==> src/design/mc6809_instruction_decoder_defines.svh <==
// assertion helpers for the 6809 decoder
`ifndef MC6809_INSTRUCTION_DECODER_DEFINES_SVH
`define MC6809_INSTRUCTION_DECODER_DEFINES_SVH
`ifndef SYNTHESIS
`define M6809_ASSERT_IMPL(label, clk, rst_n, prop) \
    label: assert property (@(posedge clk) disable iff (!rst_n) prop) else $error("m6809 check");
`define M6809_ASSERT_NEVER(label, clk, rst_n, expr) \
    label: assert property (@(posedge clk) disable iff (!rst_n) !(expr)) else $error("m6809 never");
`else
`define M6809_ASSERT_IMPL(label, clk, rst_n, prop)
`define M6809_ASSERT_NEVER(label, clk, rst_n, expr)
`endif
`endif

==> src/design/m6809_pkg.sv <==
package m6809_pkg;

    localparam logic [7:0] MN_NONE  = 8'd255;
    localparam logic [7:0] MN_JMP   = 8'd12;
    localparam logic [7:0] MN_HALT  = 8'd16;
    localparam logic [7:0] MN_SWI2  = 8'd132;
    localparam logic [7:0] MN_SWI3  = 8'd139;
    localparam logic [7:0] MN_FLAG  = 8'd142;
    localparam logic [7:0] MN_BSR   = 8'd143;

    localparam logic [3:0] AM_INH  = 4'd0;
    localparam logic [3:0] AM_IMM8 = 4'd1;
    localparam logic [3:0] AM_IMM16 = 4'd2;
    localparam logic [3:0] AM_DIR  = 4'd3;
    localparam logic [3:0] AM_EXT  = 4'd4;
    localparam logic [3:0] AM_REL8 = 4'd5;
    localparam logic [3:0] AM_REL16 = 4'd6;
    localparam logic [3:0] AM_IDX  = 4'd7;
    localparam logic [3:0] AM_PAIR = 4'd8;
    localparam logic [3:0] AM_LIST = 4'd9;

    localparam logic [3:0] IK_NONE  = 4'd0;
    localparam logic [3:0] IK_OFF5  = 4'd1;
    localparam logic [3:0] IK_NOFF  = 4'd6;
    localparam logic [3:0] IK_BREG  = 4'd7;
    localparam logic [3:0] IK_AREG  = 4'd8;
    localparam logic [3:0] IK_DREG  = 4'd9;
    localparam logic [3:0] IK_OFF8  = 4'd10;
    localparam logic [3:0] IK_OFF16 = 4'd11;
    localparam logic [3:0] IK_PCR8  = 4'd12;
    localparam logic [3:0] IK_PCR16 = 4'd13;
    localparam logic [3:0] IK_EXTI  = 4'd14;

    // operand fetch kind after the opcode bytes
    typedef enum logic [3:0] {
        OK_NONE, OK_IMM8, OK_IMM16, OK_DIR, OK_EXT, OK_REL8, OK_REL16,
        OK_IDX, OK_PAIR, OK_LIST
    } opk_t;

    // result of stage 1 opcode decode
    typedef struct packed {
        logic [2:0] oplen;   // opcode bytes (1 or 2)
        logic       undef;
        logic [7:0] mn;
        opk_t       kind;
    } op_dec_t;

    function automatic logic [7:0] tab_ex1(input logic [3:0] l);
        logic [7:0] r;
        begin
            case (l)
                4'd0, 4'd1: r = 8'd0;
                4'd2: r = 8'd1;
                4'd3: r = 8'd2;
                4'd4, 4'd5: r = 8'd3;
                default: r = {4'd0, l} - 8'd2;
            endcase
            return r;
        end
    endfunction

    function automatic logic [7:0] tab_ex2(input logic [3:0] l);
        logic [7:0] r;
        begin
            case (l)
                4'd2: r = 8'd14;
                4'd3: r = 8'd15;
                4'd4, 4'd5: r = 8'd16;
                4'd6: r = 8'd17;
                4'd7: r = 8'd18;
                4'd8: r = 8'd19;
                4'd9: r = 8'd20;
                4'd10: r = 8'd21;
                4'd11: r = 8'd14;
                4'd12: r = 8'd22;
                4'd13: r = 8'd23;
                4'd14: r = 8'd24;
                4'd15: r = 8'd25;
                default: r = MN_NONE;
            endcase
            return r;
        end
    endfunction

    function automatic logic [7:0] tab_lea(input logic [3:0] l);
        logic [7:0] r;
        begin
            case (l)
                4'd8: r = 8'd22;
                4'd9: r = 8'd65;
                4'd10: r = 8'd66;
                4'd11: r = 8'd67;
                4'd12: r = 8'd68;
                4'd13: r = 8'd69;
                4'd14: r = 8'd70;
                4'd15: r = 8'd71;
                default: r = 8'd57 + {4'd0, l};
            endcase
            return r;
        end
    endfunction

    function automatic logic [7:0] tab_inha(input logic [3:0] l);
        logic [7:0] r;
        begin
            case (l)
                4'd0, 4'd1: r = 8'd72;
                4'd2: r = 8'd73;
                4'd3: r = 8'd74;
                4'd4, 4'd5: r = 8'd75;
                default: r = 8'd70 + {4'd0, l};
            endcase
            return r;
        end
    endfunction

    function automatic logic [7:0] tab_inhm(input logic [3:0] l);
        logic [7:0] r;
        begin
            case (l)
                4'd0: r = 8'd0;
                4'd3: r = 8'd2;
                4'd4: r = 8'd3;
                4'd6: r = 8'd4;
                4'd7: r = 8'd5;
                4'd8: r = 8'd6;
                4'd9: r = 8'd7;
                4'd10: r = 8'd8;
                4'd11: r = 8'd9;
                4'd12: r = 8'd10;
                4'd13: r = 8'd11;
                4'd15: r = 8'd13;
                default: r = MN_NONE;
            endcase
            return r;
        end
    endfunction

    function automatic logic reg_ok(input logic [3:0] c);
        logic [15:0] m;
        begin
            m = 16'h0f3f;
            return m[c];
        end
    endfunction

    // operand class by column group
    function automatic opk_t by_group(input logic [1:0] g, input logic wide);
        opk_t r;
        begin
            case (g)
                2'd0: r = wide ? OK_IMM16 : OK_IMM8;
                2'd1: r = OK_DIR;
                2'd2: r = OK_IDX;
                default: r = OK_EXT;
            endcase
            return r;
        end
    endfunction

    // opcode and page decode
    function automatic op_dec_t dec_op(input logic [7:0] b0, input logic [7:0] b1);
        op_dec_t d;
        logic [3:0] hi, lo, h2, l2;
        logic wide;
        begin
            hi = b0[7:4];
            lo = b0[3:0];
            h2 = b1[7:4];
            l2 = b1[3:0];
            wide = (lo == 4'd3) || (lo == 4'd12) || (lo == 4'd14);
            d.oplen = 3'd1;
            d.undef = 1'b0;
            d.mn = MN_NONE;
            d.kind = OK_NONE;
            case (hi)
                4'd0:
                begin
                    d.mn = tab_ex1(lo);
                    d.kind = OK_DIR;
                end
                4'd1:
                begin
                    if (b0 == 8'h10)
                    begin
                        d.oplen = 3'd2;
                        if (b1 == 8'h3f)
                            d.mn = MN_SWI2;
                        else if (h2 == 4'd2)
                        begin
                            if (l2 == 4'd0)
                                d.undef = 1'b1;
                            else
                            begin
                                d.mn = 8'd41 + {4'd0, l2};
                                d.kind = OK_REL16;
                            end
                        end
                        else if (b1 >= 8'hc0)
                        begin
                            if (l2 <= 4'd13 || b1 == 8'hcf)
                                d.undef = 1'b1;
                            else
                            begin
                                d.mn = (l2 == 4'd14) ? 8'd133 : 8'd134;
                                d.kind = by_group(h2[1:0], 1'b1);
                            end
                        end
                        else if (b1 >= 8'h80)
                        begin
                            d.kind = by_group(h2[1:0], 1'b1);
                            if (l2 == 4'd3)
                                d.mn = 8'd135;
                            else if (l2 == 4'd12)
                                d.mn = 8'd136;
                            else if (l2 == 4'd14)
                                d.mn = 8'd137;
                            else if (l2 == 4'd15 && h2 != 4'd8)
                                d.mn = 8'd138;
                            else
                            begin
                                d.undef = 1'b1;
                                d.kind = OK_NONE;
                            end
                        end
                        else
                            d.undef = 1'b1;
                    end
                    else if (b0 == 8'h11)
                    begin
                        d.oplen = 3'd2;
                        if (b1 == 8'h3f)
                            d.mn = MN_SWI3;
                        else if (h2 >= 4'd8 && h2 <= 4'd11 && (l2 == 4'd3 || l2 == 4'd12))
                        begin
                            d.mn = (l2 == 4'd3) ? 8'd140 : 8'd141;
                            d.kind = by_group(h2[1:0], 1'b1);
                        end
                        else
                            d.undef = 1'b1;
                    end
                    else if (tab_ex2(lo) == MN_NONE)
                        d.undef = 1'b1;
                    else
                    begin
                        d.mn = tab_ex2(lo);
                        if (b0 == 8'h16 || b0 == 8'h17)
                            d.kind = OK_REL16;
                        else if (b0 == 8'h1a || b0 == 8'h1c)
                            d.kind = OK_IMM8;
                        else if (b0 == 8'h1e || b0 == 8'h1f)
                            d.kind = OK_PAIR;
                    end
                end
                4'd2:
                begin
                    d.mn = 8'd26 + {4'd0, lo};
                    d.kind = OK_REL8;
                end
                4'd3:
                begin
                    d.mn = tab_lea(lo);
                    if (b0 < 8'h34)
                        d.kind = OK_IDX;
                    else if (b0 < 8'h38)
                        d.kind = OK_LIST;
                    else if (b0 == 8'h38)
                        d.kind = OK_IMM8;
                end
                4'd4: d.mn = tab_inha(lo);
                4'd5: d.mn = tab_inha(lo) + 8'd14;
                4'd6, 4'd7:
                begin
                    if (lo != 4'd14 && tab_inhm(lo) == MN_NONE)
                        d.undef = 1'b1;
                    else
                    begin
                        d.mn = (lo == 4'd14) ? MN_JMP : tab_inhm(lo);
                        d.kind = hi[0] ? OK_EXT : OK_IDX;
                    end
                end
                4'd8, 4'd9, 4'd10, 4'd11:
                begin
                    if (b0 == 8'h87)
                    begin
                        d.mn = MN_FLAG;
                        d.kind = OK_IMM8;
                    end
                    else if (b0 == 8'h8f)
                    begin
                        d.mn = MN_FLAG;
                        d.kind = OK_IMM16;
                    end
                    else if (b0 == 8'h8d)
                    begin
                        d.mn = MN_BSR;
                        d.kind = OK_REL8;
                    end
                    else
                    begin
                        d.mn = 8'd100 + {4'd0, lo};
                        d.kind = by_group(hi[1:0], wide);
                    end
                end
                default:
                begin
                    if (b0 == 8'hc7)
                    begin
                        d.mn = MN_FLAG;
                        d.kind = OK_IMM8;
                    end
                    else if (b0 == 8'hcd)
                        d.mn = MN_HALT;
                    else if (b0 == 8'hcf)
                    begin
                        d.mn = MN_FLAG;
                        d.kind = OK_IMM16;
                    end
                    else
                    begin
                        d.mn = 8'd116 + {4'd0, lo};
                        d.kind = by_group(hi[1:0], wide);
                    end
                end
            endcase
            if (d.undef)
                d.mn = MN_NONE;
            return d;
        end
    endfunction

endpackage

==> src/design/mc6809_instruction_decoder.sv <==
// channel | signals                                   | direction
// in      | in_valid/in_ready, instr_addr, code_byte0-4 | request into decoder
// out     | out_valid/out_ready, byte_length .. target_addr | decoded request out
// three register stages: opcode decode, operand extract, target add
// one request per cycle sustained while out_ready does not stall; an accepted request
// passes the stage 1, stage 2 and stage 3 registers in order before out_valid rises
// rst_n clears the stage valid bits only; payload registers are not reset
// a stall on out_ready holds the last stage; an earlier stage holds only while the next is full
// a stage with no valid item still fills
`include "mc6809_instruction_decoder_defines.svh"
module mc6809_instruction_decoder
    import m6809_pkg::*;
(
    input  logic        clk,
    input  logic        rst_n,
    input  logic        in_valid,
    output logic        in_ready,
    input  logic [15:0] instr_addr,
    input  logic [7:0]  code_byte0,
    input  logic [7:0]  code_byte1,
    input  logic [7:0]  code_byte2,
    input  logic [7:0]  code_byte3,
    input  logic [7:0]  code_byte4,
    output logic        out_valid,
    input  logic        out_ready,
    output logic [2:0]  byte_length,
    output logic        undefined_op,
    output logic [7:0]  mnemonic_code,
    output logic [3:0]  address_mode,
    output logic [3:0]  index_kind,
    output logic [1:0]  index_reg,
    output logic        indirect_flag,
    output logic [15:0] operand_value,
    output logic [15:0] target_addr
);

    // stage enables
    logic v1_reg, v2_reg, v3_reg;
    logic en1, en2, en3;

    assign en3 = !v3_reg || out_ready;
    assign en2 = !v2_reg || en3;
    assign en1 = !v1_reg || en2;
    assign in_ready = en1;

    // stage 1 registers
    op_dec_t     d1_reg;
    logic [15:0] a1_reg;
    logic [7:0]  b1_reg [4];

    always_ff @(posedge clk or negedge rst_n)
    begin
        if (!rst_n)
            v1_reg <= 1'b0;
        else if (en1)
            v1_reg <= in_valid;
    end

    always_ff @(posedge clk)
    begin
        if (en1)
        begin
            d1_reg <= dec_op(code_byte0, code_byte1);
            a1_reg <= instr_addr;
            b1_reg[0] <= code_byte1;
            b1_reg[1] <= code_byte2;
            b1_reg[2] <= code_byte3;
            b1_reg[3] <= code_byte4;
        end
    end

    // stage 2: operand extraction after the opcode bytes
    logic [7:0]  p_s, q_s, r_s;
    logic [2:0]  len_next;
    logic        und_next;
    logic [7:0]  mn_next;
    logic [3:0]  mode_next, ik_next;
    logic [1:0]  ir_next;
    logic        ind_next, rel_next;
    logic [15:0] op_next;
    logic [3:0]  plo;

    always_comb
    begin
        p_s = d1_reg.oplen[1] ? b1_reg[1] : b1_reg[0];
        q_s = d1_reg.oplen[1] ? b1_reg[2] : b1_reg[1];
        r_s = d1_reg.oplen[1] ? b1_reg[3] : b1_reg[2];
        plo = p_s[3:0];
        len_next = d1_reg.oplen;
        und_next = d1_reg.undef;
        mn_next = d1_reg.mn;
        mode_next = AM_INH;
        ik_next = IK_NONE;
        ir_next = 2'd0;
        ind_next = 1'b0;
        rel_next = 1'b0;
        op_next = 16'd0;
        case (d1_reg.kind)
            OK_IMM8:
            begin
                mode_next = AM_IMM8;
                op_next = {8'd0, p_s};
                len_next = d1_reg.oplen + 3'd1;
            end
            OK_DIR:
            begin
                mode_next = AM_DIR;
                op_next = {8'd0, p_s};
                len_next = d1_reg.oplen + 3'd1;
            end
            OK_LIST:
            begin
                mode_next = AM_LIST;
                op_next = {8'd0, p_s};
                len_next = d1_reg.oplen + 3'd1;
            end
            OK_IMM16, OK_EXT, OK_REL16:
            begin
                mode_next = (d1_reg.kind == OK_IMM16) ? AM_IMM16 :
                            (d1_reg.kind == OK_EXT) ? AM_EXT : AM_REL16;
                rel_next = (d1_reg.kind == OK_REL16);
                op_next = {p_s, q_s};
                len_next = d1_reg.oplen + 3'd2;
            end
            OK_REL8:
            begin
                mode_next = AM_REL8;
                rel_next = 1'b1;
                op_next = {{8{p_s[7]}}, p_s};
                len_next = d1_reg.oplen + 3'd1;
            end
            OK_PAIR:
            begin
                mode_next = AM_PAIR;
                op_next = {8'd0, p_s};
                len_next = d1_reg.oplen + 3'd1;
                if (!reg_ok(p_s[7:4]) || !reg_ok(p_s[3:0]))
                begin
                    und_next = 1'b1;
                    mn_next = MN_NONE;
                end
            end
            OK_IDX:
            begin
                mode_next = AM_IDX;
                len_next = d1_reg.oplen + 3'd1;
                if (!p_s[7])
                begin
                    ik_next = IK_OFF5;
                    ir_next = p_s[6:5];
                    op_next = {{11{p_s[4]}}, p_s[4:0]};
                end
                else if (plo < 4'd4)
                begin
                    if (p_s[4] && !plo[0])
                        und_next = 1'b1;
                    else
                    begin
                        ik_next = 4'd2 + plo;
                        ir_next = p_s[6:5];
                        ind_next = p_s[4];
                    end
                end
                else if (plo == 4'd4 || plo == 4'd5 || plo == 4'd6 || plo == 4'd11)
                begin
                    ik_next = (plo == 4'd4) ? IK_NOFF : (plo == 4'd5) ? IK_BREG :
                              (plo == 4'd6) ? IK_AREG : IK_DREG;
                    ir_next = p_s[6:5];
                    ind_next = p_s[4];
                end
                else if (plo == 4'd8 || plo == 4'd12)
                begin
                    op_next = {{8{q_s[7]}}, q_s};
                    ind_next = p_s[4];
                    len_next = d1_reg.oplen + 3'd2;
                    if (plo[2])
                    begin
                        ik_next = IK_PCR8;
                        rel_next = 1'b1;
                    end
                    else
                    begin
                        ik_next = IK_OFF8;
                        ir_next = p_s[6:5];
                    end
                end
                else if (plo == 4'd9 || plo == 4'd13)
                begin
                    op_next = {q_s, r_s};
                    ind_next = p_s[4];
                    len_next = d1_reg.oplen + 3'd3;
                    if (plo[2])
                    begin
                        ik_next = IK_PCR16;
                        rel_next = 1'b1;
                    end
                    else
                    begin
                        ik_next = IK_OFF16;
                        ir_next = p_s[6:5];
                    end
                end
                else if (plo == 4'd15 && p_s[4])
                begin
                    ik_next = IK_EXTI;
                    ind_next = 1'b1;
                    op_next = {q_s, r_s};
                    len_next = d1_reg.oplen + 3'd3;
                end
                else
                    und_next = 1'b1;
                if (und_next)
                begin
                    ik_next = IK_NONE;
                    ir_next = 2'd0;
                    ind_next = 1'b0;
                    op_next = 16'd0;
                    rel_next = 1'b0;
                end
            end
            default: ;
        endcase
    end

    logic [2:0]  len2_reg;
    logic        und2_reg, ind2_reg, rel2_reg;
    logic [7:0]  mn2_reg;
    logic [3:0]  mode2_reg, ik2_reg;
    logic [1:0]  ir2_reg;
    logic [15:0] op2_reg, a2_reg;

    always_ff @(posedge clk or negedge rst_n)
    begin
        if (!rst_n)
            v2_reg <= 1'b0;
        else if (en2)
            v2_reg <= v1_reg;
    end

    always_ff @(posedge clk)
    begin
        if (en2)
        begin
            len2_reg <= len_next;
            und2_reg <= und_next;
            mn2_reg <= mn_next;
            mode2_reg <= mode_next;
            ik2_reg <= ik_next;
            ir2_reg <= ir_next;
            ind2_reg <= ind_next;
            rel2_reg <= rel_next;
            op2_reg <= op_next;
            a2_reg <= a1_reg;
        end
    end

    // stage 3: relative target add
    logic [15:0] targ_next;
    assign targ_next = rel2_reg ? (a2_reg + {13'd0, len2_reg} + op2_reg) : 16'd0;

    always_ff @(posedge clk or negedge rst_n)
    begin
        if (!rst_n)
            v3_reg <= 1'b0;
        else if (en3)
            v3_reg <= v2_reg;
    end

    always_ff @(posedge clk)
    begin
        if (en3)
        begin
            byte_length <= len2_reg;
            undefined_op <= und2_reg;
            mnemonic_code <= mn2_reg;
            address_mode <= mode2_reg;
            index_kind <= ik2_reg;
            index_reg <= ir2_reg;
            indirect_flag <= ind2_reg;
            operand_value <= op2_reg;
            target_addr <= targ_next;
        end
    end

    assign out_valid = v3_reg;

    // checks
    `M6809_ASSERT_IMPL(a_stall_hold, clk, rst_n, (out_valid && !out_ready) |=> out_valid)
    `M6809_ASSERT_NEVER(a_len_range, clk, rst_n, out_valid && (byte_length == 3'd0 || byte_length > 3'd5))
    `M6809_ASSERT_NEVER(a_undef_mn, clk, rst_n, out_valid && undefined_op && address_mode != AM_IDX && mnemonic_code != MN_NONE)

endmodule
==> config.mk <==
export PLATFORM = sky130hd
export DESIGN_NAME = mc6809_instruction_decoder
export DESIGN_NICKNAME = d
export VERILOG_FILES = /design/src/design/m6809_pkg.sv /design/src/design/mc6809_instruction_decoder.sv
export VERILOG_INCLUDE_DIRS = /design/src /design/src/design
export SDC_FILE = /design/constraint.sdc
export NUM_CORES = 1
export LEC_CHECK = 0
export ABC_AREA = 0
export BUFFER_PORTS_ARGS = -buffer_cell sky130_fd_sc_hd__buf_4
export CORE_MARGIN = 1
export CORE_UTILIZATION = 23
export DETAILED_ROUTE_END_ITERATION = 16
export SYNTH_ARGS = -nofsm -noshare
export SYNTH_HDL_FRONTEND = slang
export SYNTH_SLANG_ARGS = --single-unit
==> constraint.sdc <==
create_clock -name clk -period 3.65 [get_ports clk]
set_input_delay 0.1825 -clock clk [delete_from_list [all_inputs] [get_ports clk]]
set_output_delay 0.1825 -clock clk [all_outputs]
set_load 0.02 [all_outputs]
After elaboration in Yosys (flattened, before gate mapping)
Memories as Yosys holds them, arrays and structs flattened.
Index checks and enable logic that the tools add are counted.
Storage, ports and cells
  RAM bits: 32
  bits in read-only memories: 544
  memories: 7
  flip-flop bits (word level): 146
  word-level logic and storage cells: 319
Operators by class
  bitwise gates (word level): 3
  eq/ne operators: 72
  multiplexer cells: 140
  order comparisons: 10
  reduce and logical (&&, ||, !) cells: 44
  add/subtract/negate cells: 14
Memories
  (name not given): depth 16, width 8, read ports 1, clocked after Yosys merged registers in 0, wr ports 0, RTL line m6809_pkg.sv:65  | case (l)
  (name not given): depth 16, width 8, read ports 1, clocked after Yosys merged registers in 0, wr ports 0, RTL line m6809_pkg.sv:65
  (name not given): depth 16, width 8, read ports 1, clocked after Yosys merged registers in 0, wr ports 0, RTL line m6809_pkg.sv:120  | case (l)
  (name not given): depth 16, width 8, read ports 1, clocked after Yosys merged registers in 0, wr ports 0, RTL line m6809_pkg.sv:120
  b1_reg: depth 4, width 8, read ports 4, clocked after Yosys merged registers in 0, wr ports 4, RTL line mc6809_instruction_decoder.sv:49  | logic [7:0] b1_reg [4];
  (name not given): depth 16, width 1, read ports 1, clocked after Yosys merged registers in 0, wr ports 0, RTL line m6809_pkg.sv:143  | return m[c];
  +1 memories
Operators by type and width (number)
  $mux 8: 16
  $mux 16: 7
  $mux 12: 9
  $eq 4x4->1 const B: 23
  $mux 4: 20
  $eq 8x8->1 const B: 9
  $eq 8x5->1 const B: 8
  $pmux 16 s4: 1
  $pmux 8 s4: 2
  $pmux 8 s8: 1
  $pmux 4 s7: 2
  $pmux 7 s8: 1
  $eq 4x3->1 const B: 13
  $mux 1: 43
  $mux 13: 3
  $mux 7: 5
  $eq 4x2->1 const B: 8
  $mux 3: 9
  $pmux 3 s3: 3
  $add 7x4->8 const A: 3
  $mux 2: 12
  $mux 11: 2
  $add 16x16->16: 1
  $add 16x3->16: 1
  other kinds (31): 81

Longest topological paths before layout
Gate-level depths: netlist of the first run.
  word-level depth: 13
  gate-level depth with buffers: 13
  depth with buffers taken out: 12

Worst setup path before layout of the first run
OpenSTA, ideal clock, no wires.
  path type: register to register
  start: reg v3_reg (netlist: out_valid)
  end: reg a1_reg[0] (enable)
  path slack: 131 ps
  required time: 2594 ps
  clock period less this slack: 3519 ps
  setup time: 1056 ps
  cell stages (with the launch flop): 2
  arrival: 2463 ps
  path through: dfrtp_1 nand4b_1
On the way
  word-level cells in the longest chain between the ends: 4
RTL lines
  from (decl): RTL line mc6809_instruction_decoder.sv:38  | logic v1_reg, v2_reg, v3_reg;
  from (signal assigned): RTL line mc6809_instruction_decoder.sv:266  | v3_reg <= v2_reg;
  $logic_not 1->1: RTL line mc6809_instruction_decoder.sv:41  | assign en3 = !v3_reg || out_ready;
  $logic_or 1x1->1: RTL line mc6809_instruction_decoder.sv:41
  $logic_or 1x1->1: RTL line mc6809_instruction_decoder.sv:42  | assign en2 = !v2_reg || en3;
  $logic_or 1x1->1: RTL line mc6809_instruction_decoder.sv:43  | assign en1 = !v1_reg || en2;
  net in_ready: RTL line mc6809_instruction_decoder.sv:17  | output logic in_ready,
  to (signal assigned): RTL line mc6809_instruction_decoder.sv:64  | a1_reg <= instr_addr;
  to (decl): RTL line mc6809_instruction_decoder.sv:48  | logic [15:0] a1_reg;
The timed path passes the listed nets, and every way through them passes these cells.
A chain may end at the register's enable or synchronous reset.

Final worst setup path of the first run
  start: reg d1_reg[14] (netlist name)
  end: reg len2_reg[2] (data pin)
On the way
  word-level cells in the longest chain between the ends: 10
  elaborated cells on any way between the ends: 27
  those cells by class: 3 x add/sub; 1 x order compare; 9 x eq/ne; 8 x mux; 6 x reduce/logical
RTL lines
  from (decl): RTL line mc6809_instruction_decoder.sv:47  | op_dec_t d1_reg;
  from (signal assigned): RTL line mc6809_instruction_decoder.sv:63  | d1_reg <= dec_op(code_byte0, code_byte1);
  $mux 8: RTL line mc6809_instruction_decoder.sv:85  | p_s = d1_reg.oplen[1] ? b1_reg[1] : b1_reg[0];
  $eq 4x4->1: RTL line mc6809_instruction_decoder.sv:203  | else if (plo == 4'd15 && p_s[4])
  $logic_and 1x1->1: RTL line mc6809_instruction_decoder.sv:203
  $mux 3: RTL line mc6809_instruction_decoder.sv:203
  $mux 3: RTL line mc6809_instruction_decoder.sv:187  | else if (plo == 4'd9 || plo == 4'd13)
  $mux 3: RTL line mc6809_instruction_decoder.sv:171  | else if (plo == 4'd8 || plo == 4'd12)
  $mux 3: RTL line mc6809_instruction_decoder.sv:164  | else if (plo == 4'd4 || plo == 4'd5 || plo == 4'd6 || plo == 4'd11)
  $mux 3: RTL line mc6809_instruction_decoder.sv:153  | else if (plo < 4'd4)
  $mux 3: RTL line mc6809_instruction_decoder.sv:147  | if (!p_s[7])
  $pmux 3 s3 *: RTL line mc6809_instruction_decoder.sv:98  | case (d1_reg.kind)
  net len_next[2]: RTL line mc6809_instruction_decoder.sv:74  | logic [2:0] len_next;
  to (signal assigned): RTL line mc6809_instruction_decoder.sv:244  | len2_reg <= len_next;
  to (decl): RTL line mc6809_instruction_decoder.sv:225  | logic [2:0] len2_reg;
The timed path passes the listed nets; every way through them passes the cells marked *.

==> qor.csv, run 1 <==
stage,metric,value,unit
worst_setup_path,timing.setup.critical_path_class,flop to flop,
yosys,synth_area,10000,um^2
worst_setup_path,slowest_delay,0.70,ns
sta,rsz0062_at_grt,no,
placed_design,place_congestion,0.926,
sta,finalCriticalPeriod,3.22,ns
final_layout,layout.core_utilization,29.7,%
routing,via_per_inst,4.72,
clock_network,worst_skew_pair.late_latency,0.43,ns
clock_network,hold_buffer_count_at_cts,48,
floorplanning,die_height,211,um
clock_network,h-tree-depth,4,
floorplanning,placeableCoreArea,43000,um^2
global_routing,grt_pass1_vias,7839,
worst_setup_path,critPathMaxFanout,12,
routing,postRouteWirelength,29600,um
routing,ant_nets,0,
yosys,synth_cell_type_count,82,
global_routing,global_route.overflow_total,0,
yosys,synth_async_sr_flop_share,1.69,%
placed_design,detailed_place_hpwl,22600,um
yosys,postSynthNetCount,1006,
final_layout,most_common_library_cell_in_the_layout_ignoring_fill_and_taps,edfxtp_1,
yosys,number_of_instances_in_the_synthesized_netlist,880,
sta,worst_clock_skew,0.0116,ns
final_layout,largest_register_ffs,32,
yosys,postSynthRegisterBits,177,
worst_setup_path,critical-path-top-cell-by-count,buf_4,
global_routing,grt_start_max_net_pins,58,
global_routing,antenna_found_initial,0,
clock_network,cts-root-buf,clkbuf_16,
placed_design,port-buffer-count,116,
floorplanning,starting_density_of_the_core,23.3,%
worst_setup_path,end_kind,flop,
pwr,power.ir.vdd_worst,0.000289,V
clock_network,clockBufferDepth,2,
routing,drt-initial-drc-count,573,
sta,post-route-period-util,88.2,%
final_layout,most-common-layout-cells,"edfxtp_1, buf_4, nor2_1, ha_1, nand2_1",
floorplanning,die_width,211,um
routing,detail_route.first_pass.iterations,5,
yosys,ys_warn_count,0,
worst_setup_path,critPathSlowestCell,o311ai_0,
floorplanning,die-area,44300,um^2
sta,timing_hold_violations_final,0,
clock_network,tritoncts_clock_tree,done,
final_layout,syn_to_final_growth,27.4,%
global_routing,global_route.usage.total,13.5,%
yosys,synth_enable_flop_cells,174,
global_routing,grt_pass1_wl,45800,um
routing,detailroute.via_count,7778,
yosys,synth-main-ff-cell,edfxtp_1,
clock_network,post-cts-setup-buffers,0,
sta,finalSetupViolCount,0,
clock_network,cts-buffers-inserted,17,
sta,setup_total_negative_slack,0,ns
sta,timing.slew.headroom,26.1,%
worst_setup_path,setup.worst_path.start_class,flop,
floorplanning,count_of_standard_cell_rows,76,
routing,drcViolationCount,0,
sta,worst-slew-pin-transition,1.10,ns
final_layout,insertedDiodeCount,0,
pwr,p_leak,4.90,nW
pwr,pwr_density_cell,510,nW/um^2
routing,wl_per_cell,17.9,um
sta,maxClockFrequency,0.311,GHz
status,run_status,finished clean,
final_layout,final_layout_size_suffix_gt1_share,21.0,%
clock_network,numClockSinks,177,
worst_setup_path,crit_chain,mux2i_1 -> nand2_1 -> nor2_1 -> buf_4 -> a21oi_1 -> o311ai_0 -> buf_4,
worst_setup_path,worst_endpoint_data_arrival_time,3.51,ns
sta,report.final.slew_viol_count,0,
flow_run,cap_violations,0,
yosys,post_synth.cell_area_avg,11.4,um^2
floorplanning,boundaryPins,117,
clock_network,path_clk_slew,0.08,ns
clock_network,cts_resized,0,
worst_setup_path,critical_path_required,3.95,ns
hold_path,hold_path_class,input pin to flop,
final_layout,design.final.nets,1176,
yosys,synth-seq-area-share,53.0,%
==> through the flow <==
step / area (um^2) / total power [mW] / setup slack (ns) / instances / hold WS [ns]
floorplan: 10000 / 3.93 / 0.131 / 880 / -0.113
global placement: 11600 / 4.59 / 0.430 / 1568 / -0.0266
detailed placement: 11600 / 4.59 / 0.498 / 1568 / -0.0233
CTS: 12800 / 6.57 / 0.542 / 1648 / 0.0236
global route: 12800 / 6.86 / 0.340 / 1648 / 0.0245
finish: 12800 / 6.50 / 0.431 / 1648 / 0.0457
==> final timing paths <==
check / from / endpoint / slack (ns) / depth (start not counted)
setup / recovery: d1_reg[14] / len2_reg[2] / 0.43 / 7
hold / removal: code_byte1[2] / b1_reg[0][2] / 0.05 / 1
setup reg to reg: d1_reg[14] / len2_reg[2] / 0.43 / 7
hold reg to reg: a1_reg[9] / a2_reg[9] / 0.42 / 0
max in group asynchronous: rst_n / v2_reg / 3.48 / 2
min in group asynchronous: rst_n / v1_reg / 0.08 / 2
==> area by class of cell <==
type / count / area, um^2
Inverter: 34 / 128
Clock buffer: 17 / 425
Tap cell: 585 / 732
Fill cell: 4437 / 30200
Sequential cell: 177 / 5300
Clock inverter: 15 / 210
Timing Repair Buffer: 191 / 1550
Multi-Input combinational cell: 629 / 4400
==> routing by layer <==
layer	wire length, um	vias to the layer above	track usage (%)
met5	0	-	0
met4	879	0	5.30
met3	1700	52	2.35
met2	14000	326	22.1
met1	13000	3703	17.5
li1	-	3697	-
==> cells in the mapped netlist, types with 7 or more instances <==
master | count | area share [%]
a221oi_1 | 10 | 0.88
a22oi_1 | 7 | 0.53
mux2i_1 | 20 | 2.0
or2_2 | 12 | 0.75
buf_2 | 11 | 0.55
o21ai_0 | 49 | 2.5
nand4_1 | 9 | 0.56
a21o_1 | 8 | 0.60
a21oi_1 | 55 | 2.8
xnor2_1 | 8 | 0.70
nor2b_1 | 10 | 0.63
a211oi_1 | 12 | 0.90
o221ai_1 | 11 | 0.96
ha_1 | 62 | 7.8
inv_1 | 33 | 1.2
o211ai_1 | 13 | 0.98
mux2_2 | 16 | 1.8
a31oi_1 | 10 | 0.63
and2_1 | 7 | 0.44
clkbuf_1 | 22 | 0.83
nor2_1 | 73 | 2.7
nand2b_1 | 13 | 0.81
xor2_1 | 9 | 0.79
nand3_1 | 20 | 1.0
nor3_1 | 25 | 1.3
nand2_1 | 59 | 2.2
edfxtp_1 | 174 | 52
nor3b_1 | 9 | 0.68
==> report_power, final <==
part / switching, mW / leakage, nW / internal, mW
combinational: 1.03 / 2.75 / 0.732
clock: 0.866 / 0.306 / 1.06
sequential: 0.175 / 1.84 / 2.64
total: 2.07 / 4.90 / 4.43
==> cells by family after synthesis <==
logic type / after synthesis / share of synthesized area, %
adder cells (fa/ha/maj): 66 / 8.55
XOR/XNOR: 17 / 1.49
multiplexers: 39 / 4.39
buffers and inverters: 74 / 3.06
AND/OR/NAND/NOR: 279 / 14.4
flip-flops: 177 / 53.0
AO/OA/AOI/OAI: 228 / 15.1
==> critical path: cells and delay by family, from the launching register on <==
kind,cells,cell delay (ns)
AOI/OAI and AO/OA,2,0.78
DFF,1,0.68
muxes,1,0.55
buffers and inverters,2,0.50
and+or+nand+nor,2,0.57
(Power assumes the default switching activity.)
==> inputs of run 2 (changes only) <==
Settings changed: CTS_BUF_LIST from default to sky130_fd_sc_hd__clkbuf_4.
Clock period 3.65 ns to 2.6 ns, I/O delays scaled along.
==> run 2 against run 1 <==
The run now ends with negative setup slack left. Clock power down 21%. Cell count up 6.2%. Combinational power up 68%. Global-route usage up 0.29 points. Critical path depth up 4. First-iteration DRC count down 19%. Sequential share of layout area down 1.8 points. Via count up 4.3%. Sequential power up 39%. Critical path type unchanged. Largest power group unchanged.
==> qor.csv, run 2 (synthesis gave the netlist of run 1 again) <==
stage,metric,value,unit,change
final_layout,final_cells,1750,,+6.2%
placed_design,detailed_place_hpwl,23800,um,+5.3%
final_layout,design.final.nets,1277,,+8.6%
final_layout,syn_to_final_growth,33.2,%,
pwr,p_leak,5.27,nW,+7.5%
sta,post-route-period-util,102,%,+13 points
flow_run,cap_violations,0,,unchanged
floorplanning,die_height,211,um,unchanged
final_layout,final_layout_size_suffix_gt1_share,30.0,%,+9.0 points
floorplanning,boundaryPins,117,,unchanged
sta,report.final.slew_viol_count,0,,unchanged
floorplanning,die-area,44300,um^2,unchanged
routing,wl_per_cell,17.5,um,-2.6%
final_layout,layout.core_utilization,31.0,%,+1.3 points
sta,rsz0062_at_grt,yes,,
clock_network,cts-root-buf,clkbuf_4,,
worst_setup_path,setup.worst_path.start_class,flop,,
routing,detailroute.via_count,8109,,+4.3%
sta,maxClockFrequency,0.379,GHz,+22%
clock_network,clockBufferDepth,2,,unchanged
pwr,pwr_density_cell,631,nW/um^2,+24%
global_routing,global_route.usage.total,13.8,%,+0.29 points
routing,via_per_inst,4.63,,-1.8%
global_routing,global_route.overflow_total,0,,unchanged
worst_setup_path,critPathMaxFanout,3,,-9
global_routing,grt_pass1_vias,8040,,+2.6%
sta,finalCriticalPeriod,2.64,ns,-0.578 ns
final_layout,area.sequential,5300,um^2,about the same
placed_design,port-buffer-count,116,,unchanged
routing,drcViolationCount,0,,unchanged
sta,timing.slew.headroom,46.1,%,+20 points
global_routing,antenna_found_initial,1,,+1
clock_network,path_clk_slew,0.17,ns,+0.09 ns
worst_setup_path,reg2reg_setup_slack,-0.04,ns,-0.47 ns
worst_setup_path,critical_path_required,2.94,ns,-1.01 ns
floorplanning,count_of_standard_cell_rows,76,,unchanged
final_layout,largest_register_ffs,32,,unchanged
worst_setup_path,timing.setup.critical_path_class,flop to flop,,
hold_path,hold_path_class,input pin to flop,,
sta,finalSetupViolCount,2,,+2
clock_network,worst_skew_pair.late_latency,0.57,ns,+0.14 ns
sta,worst-slew-pin-transition,0.807,ns,-0.298 ns
sta,timing_hold_violations_final,0,,unchanged
global_routing,grt_pass1_wl,46800,um,+2.2%
worst_setup_path,critical-path-top-delay-family,adder cells,,
placed_design,place_worst_setup_slack,-0.219,ns,-0.717 ns
worst_setup_path,critPathSlowestCell,fa_1,,
floorplanning,die_width,211,um,unchanged
placed_design,total_placed_cells_including_tap_cells,1661,,+5.9%
clock_network,h-tree-depth,4,,unchanged
status,failed_checks,negative setup slack,,
global_routing,grt_start_max_net_pins,58,,unchanged
final_layout,design_area,13300,um^2,+4.5%
floorplanning,placeableCoreArea,43000,um^2,unchanged
clock_network,tritoncts_clock_tree,done,,
sta,worst_slack,-0.0411,ns,-0.472 ns
worst_setup_path,critical_path_buf_inv_count,2,,unchanged
pwr,p_total,8.41,mW,+29%
status,run_status,"complete, but fails checks",,
sta,final_hold_slack,0.158,ns,+0.113 ns
worst_setup_path,worst_endpoint_data_arrival_time,2.98,ns,-0.53 ns
final_layout,most-common-layout-cells,"buf_4, edfxtp_1, nor2_1, ha_1, nand2_1",,
clock_network,cts-buffers-inserted,17,,unchanged
final_layout,most_common_library_cell_in_the_layout_ignoring_fill_and_taps,buf_4,,
clock_network,numClockSinks,177,,unchanged
routing,detail_route.first_pass.iterations,6,,+1
final_layout,multi_input_comb_area,4530,um^2,+2.9%
placed_design,postPlaceCellArea,12400,um^2,+6.5%
placed_design,place_congestion,0.923,,-0.32%
routing,ant_nets,0,,unchanged
worst_setup_path,slowest_delay,0.54,ns,-0.16 ns
worst_setup_path,end_kind,flop,,
routing,postRouteWirelength,30600,um,+3.5%
final_layout,count_of_filler_cells_inserted_in_the_layout,4480,,+0.97%
pwr,power.ir.vdd_worst,0.000252,V,-13%
worst_setup_path,crit_chain,fa_1 -> ha_2 -> inv_2 -> fa_2 -> nor2b_4 -> o2111ai_2 -> nand3_2 -> nand2_4 -> buf_6 -> xor2_1 -> nor2_1,,
sta,setup_total_negative_slack,-0.0562,ns,-0.0562 ns
floorplanning,starting_density_of_the_core,23.3,%,unchanged
sta,worst_clock_skew,0.0233,ns,+0.0117 ns
routing,drt-initial-drc-count,466,,-19%
## run 2: cell count changes in the layout (fill, tap and decap cells not counted), sizes merged
cell and delta:
dlygate4sd3 +3, diode +1, bufinv -2, buf +98, clkinv +2
## run 2: power breakdown
group,internal (mW),switching [mW],leakage (nW)
logic,1.34,1.64,3.28
clock network,0.430,1.08,0.149
registers,3.70,0.225,1.84
## run 2: repair_timing
item | 4_1_cts | 5_1_grt
endpoints found under the setup margin | 10 | 11
setup buffers | 3 | 2
cloned | 0 | 0
hold buffers | 51 | 0
pin swaps | 8 | 10
gates resized for setup | 14 | 15
endpoints found under the hold margin | 52 | 0
## run 2: final cells by class
| cell class | instances | area share, % |
|---|---|---|
| flip-flops and latches | 177 | 39.8 |
| multi-input cells | 629 | 34.0 |
| repair buffers | 292 | 17.7 |
| well taps | 585 | 5.49 |
| clock inverters | 15 | 1.10 |
| inverters | 34 | 0.976 |
| clock buffers | 17 | 0.957 |
| diodes | 1 | 0.0188 |
## run 2: tightest hold or removal path: stages
cell and delay [ns]:
buf_4 0.10, o22a_1 0.22, a31oi_1 0.11
## run 2: path summary, 6_finish.rpt
| kind | depth (start not counted) | to | startpoint |
|---|---|---|---|
| setup / recovery | 11 | target_addr[9] | op2_reg[1] |
| setup reg to reg | 11 | target_addr[9] | op2_reg[1] |
| hold reg to reg | 0 | a2_reg[15] | a1_reg[15] |
| hold / removal | 3 | d1_reg[0] | code_byte0[4] |
| max in group asynchronous | 3 | out_valid | rst_n |
| min in group asynchronous | 3 | out_valid | rst_n |
## run 2: per-layer routing
layer,up-vias,part of all wire [%],track usage [%]
li1,3901,-,-
met1,3976,46,18.2
met2,213,49,23.7
met3,19,3.6,1.65
met4,0,1.1,3.47
met5,-,0,0
==> inputs of run 3 (changes only) <==
Settings changed: ABC_CLOCK_PERIOD_IN_PS from default to 2600, SETUP_SLACK_MARGIN from default to 0.1.
==> run 3 against run 2 <==
Routed wire length grew 1.3%. First-iteration DRC count shrank 3.2%. Power grew 2.7%. The flow still finishes with violations (negative setup slack). Largest cell class unchanged.
==> qor.csv, run 3 (synthesis gave the netlist of run 1 again) <==
stage,metric,value,unit,change
clock_network,cts-root-buf,clkbuf_4,,
global_routing,grt_pass1_vias,8212,,+2.1%
worst_setup_path,end_kind,flop,,
sta,post-route-period-util,102,%,about the same
worst_setup_path,crit_chain,fa_1 -> ha_2 -> inv_2 -> fa_2 -> nor2b_4 -> o2111ai_2 -> nand3_2 -> nand2_4 -> o31ai_4 -> mux2i_1,,
clock_network,cts-buffers-inserted,17,,unchanged
floorplanning,die_width,211,um,unchanged
global_routing,grt_start_max_net_pins,66,,+14%
flow_run,cap_violations,0,,unchanged
sta,rsz0062_at_grt,yes,,
sta,finalSetupViolCount,2,,unchanged
sta,timing.slew.headroom,57.5,%,+11 points
routing,wl_per_cell,17.6,um,+0.60%
worst_setup_path,critical_path_required,3.04,ns,+0.10 ns
worst_setup_path,critPathMaxFanout,3,,unchanged
status,run_status,"complete, but fails checks",,
worst_setup_path,worst_endpoint_data_arrival_time,3.08,ns,+0.10 ns
global_routing,antenna_found_initial,1,,unchanged
clock_network,worst_skew_pair.late_latency,0.58,ns,about the same
clock_network,clockBufferDepth,2,,unchanged
final_layout,final_layout_size_suffix_gt1_share,31.3,%,+1.3 points
sta,worst-slew-pin-transition,0.636,ns,-0.171 ns
routing,drt-initial-drc-count,451,,-3.2%
routing,drcViolationCount,0,,unchanged
floorplanning,die-area,44300,um^2,unchanged
routing,detailroute.via_count,8149,,+0.49%
placed_design,port-buffer-count,116,,unchanged
sta,timing_hold_violations_final,0,,unchanged
worst_setup_path,critPathSlowestCell,fa_1,,
floorplanning,starting_density_of_the_core,23.3,%,unchanged
pwr,pwr_density_cell,638,nW/um^2,+1.2%
final_layout,count_of_filler_cells_inserted_in_the_layout,4449,,-0.69%
status,failed_checks,negative setup slack,,
routing,detail_route.first_pass.iterations,5,,-1
final_layout,most_common_library_cell_in_the_layout_ignoring_fill_and_taps,buf_4,,
floorplanning,count_of_standard_cell_rows,76,,unchanged
floorplanning,boundaryPins,117,,unchanged
clock_network,path_clk_slew,0.16,ns,about the same
floorplanning,placeableCoreArea,43000,um^2,unchanged
worst_setup_path,timing.setup.critical_path_class,flop to flop,,
global_routing,global_route.usage.total,13.9,%,+0.12 points
placed_design,place_worst_setup_slack,-0.154,ns,+0.0650 ns
global_routing,grt_pass1_wl,47100,um,+0.69%
final_layout,most-common-layout-cells,"buf_4, edfxtp_1, nor2_1, nand2_1, ha_1",,
sta,worst_clock_skew,0.0221,ns,-0.00121 ns
placed_design,detailed_place_hpwl,23900,um,about the same
worst_setup_path,setup.worst_path.start_class,flop,,
clock_network,h-tree-depth,4,,unchanged
sta,report.final.slew_viol_count,0,,unchanged
worst_setup_path,slowest_delay,0.55,ns,about the same
pwr,p_total,8.63,mW,+2.7%
pwr,p_leak,5.35,nW,+1.6%
global_routing,global_route.overflow_total,0,,unchanged
clock_network,numClockSinks,177,,unchanged
final_layout,design.final.nets,1289,,+0.94%
sta,finalCriticalPeriod,2.64,ns,-0.00198 ns
final_layout,largest_register_ffs,32,,unchanged
floorplanning,die_height,211,um,unchanged
final_layout,syn_to_final_growth,35.2,%,
sta,maxClockFrequency,0.379,GHz,about the same
pwr,power.ir.vdd_worst,0.000260,V,+3.3%
routing,postRouteWirelength,31000,um,+1.3%
sta,worst_slack,-0.0391,ns,+0.00198 ns
placed_design,place_congestion,0.918,,-0.56%
routing,via_per_inst,4.62,,-0.19%
routing,ant_nets,0,,unchanged
hold_path,hold_path_class,input pin to flop,,
clock_network,tritoncts_clock_tree,done,,
[run 3: worst max-delay path, delay by kind of cell, from the launching register on]
kind / cells / cell delay [ns]
compound gates: 2 / 0.34
fa+ha+maj: 3 / 1.10
buf+inv: 1 / 0.04
flops: 1 / 0.44
mux: 1 / 0.22
simple gates: 3 / 0.33
[run 3: per-layer routing]
| metal | routed length, um | up-vias | share of wire, % | track usage, % |
|---|---|---|---|---|
| li1 | - | 3918 | - | - |
| met4 | 904 | 0 | 2.9 | 5.47 |
| met2 | 14900 | 253 | 48 | 23.5 |
| met5 | 0 | - | 0 | 0 |
| met3 | 1390 | 45 | 4.5 | 2.28 |
| met1 | 13800 | 3933 | 44 | 17.6 |
[run 3: worst paths after layout]
check                      slack, ns              end  cells past startpoint         start
max                            -0.04  target_addr[15]                     10     a2_reg[1]
min                             0.15        out_valid                      4     out_ready
max reg2reg                    -0.04  target_addr[15]                     10     a2_reg[1]
min reg2reg                     0.44  address_mode[1]                      0  mode2_reg[1]
max in group asynchronous       2.02        out_valid                      3         rst_n
min in group asynchronous       0.42           v2_reg                      3         rst_n
[run 3: area by class of cell]
type                    instances  area, um^2  share of cell area [%]
repair buffers                304        2460                    18.2
well taps                     585         732                    5.41
flip-flops and latches        177        5300                    39.2
clock inverters                15         184                    1.36
multi-input cells             629        4590                    33.9
diodes                          1        2.50                  0.0185
clock buffers                  17         128                   0.943
inverters                      34         133                   0.980
[run 3: power by group]
part           total [mW]  internal, mW  switching [mW]
clock                1.65         0.538            1.11
combinational        3.07          1.39            1.68
sequential           3.91          3.70           0.215
[run 3: repair_timing]
action	CTS	global route
hold buffers	51	0
gates cloned	0	0
gates resized for setup	12	25
pin swaps	10	16
endpoints found under the hold margin	52	0
endpoints found under the setup margin	13	27
buffers inserted	5	4
[run 3: per-stage QoR]
stage	setup TNS [ns]	cells	instance area (um^2)	util, %	hold WS (ns)
5_1_grt	-0.574	1762	13500	31.5	0.114
3_3_place_gp	-0.173	1670	12500	29.1	-0.0791
3_5_place_dp	-0.528	1670	12500	29.1	-0.0759
4_1_cts	-0.116	1758	13400	31.2	0.103
6_report	-0.0689	1762	13500	31.5	0.148
2_1_floorplan	-53.92	880	10100	-	-0.166
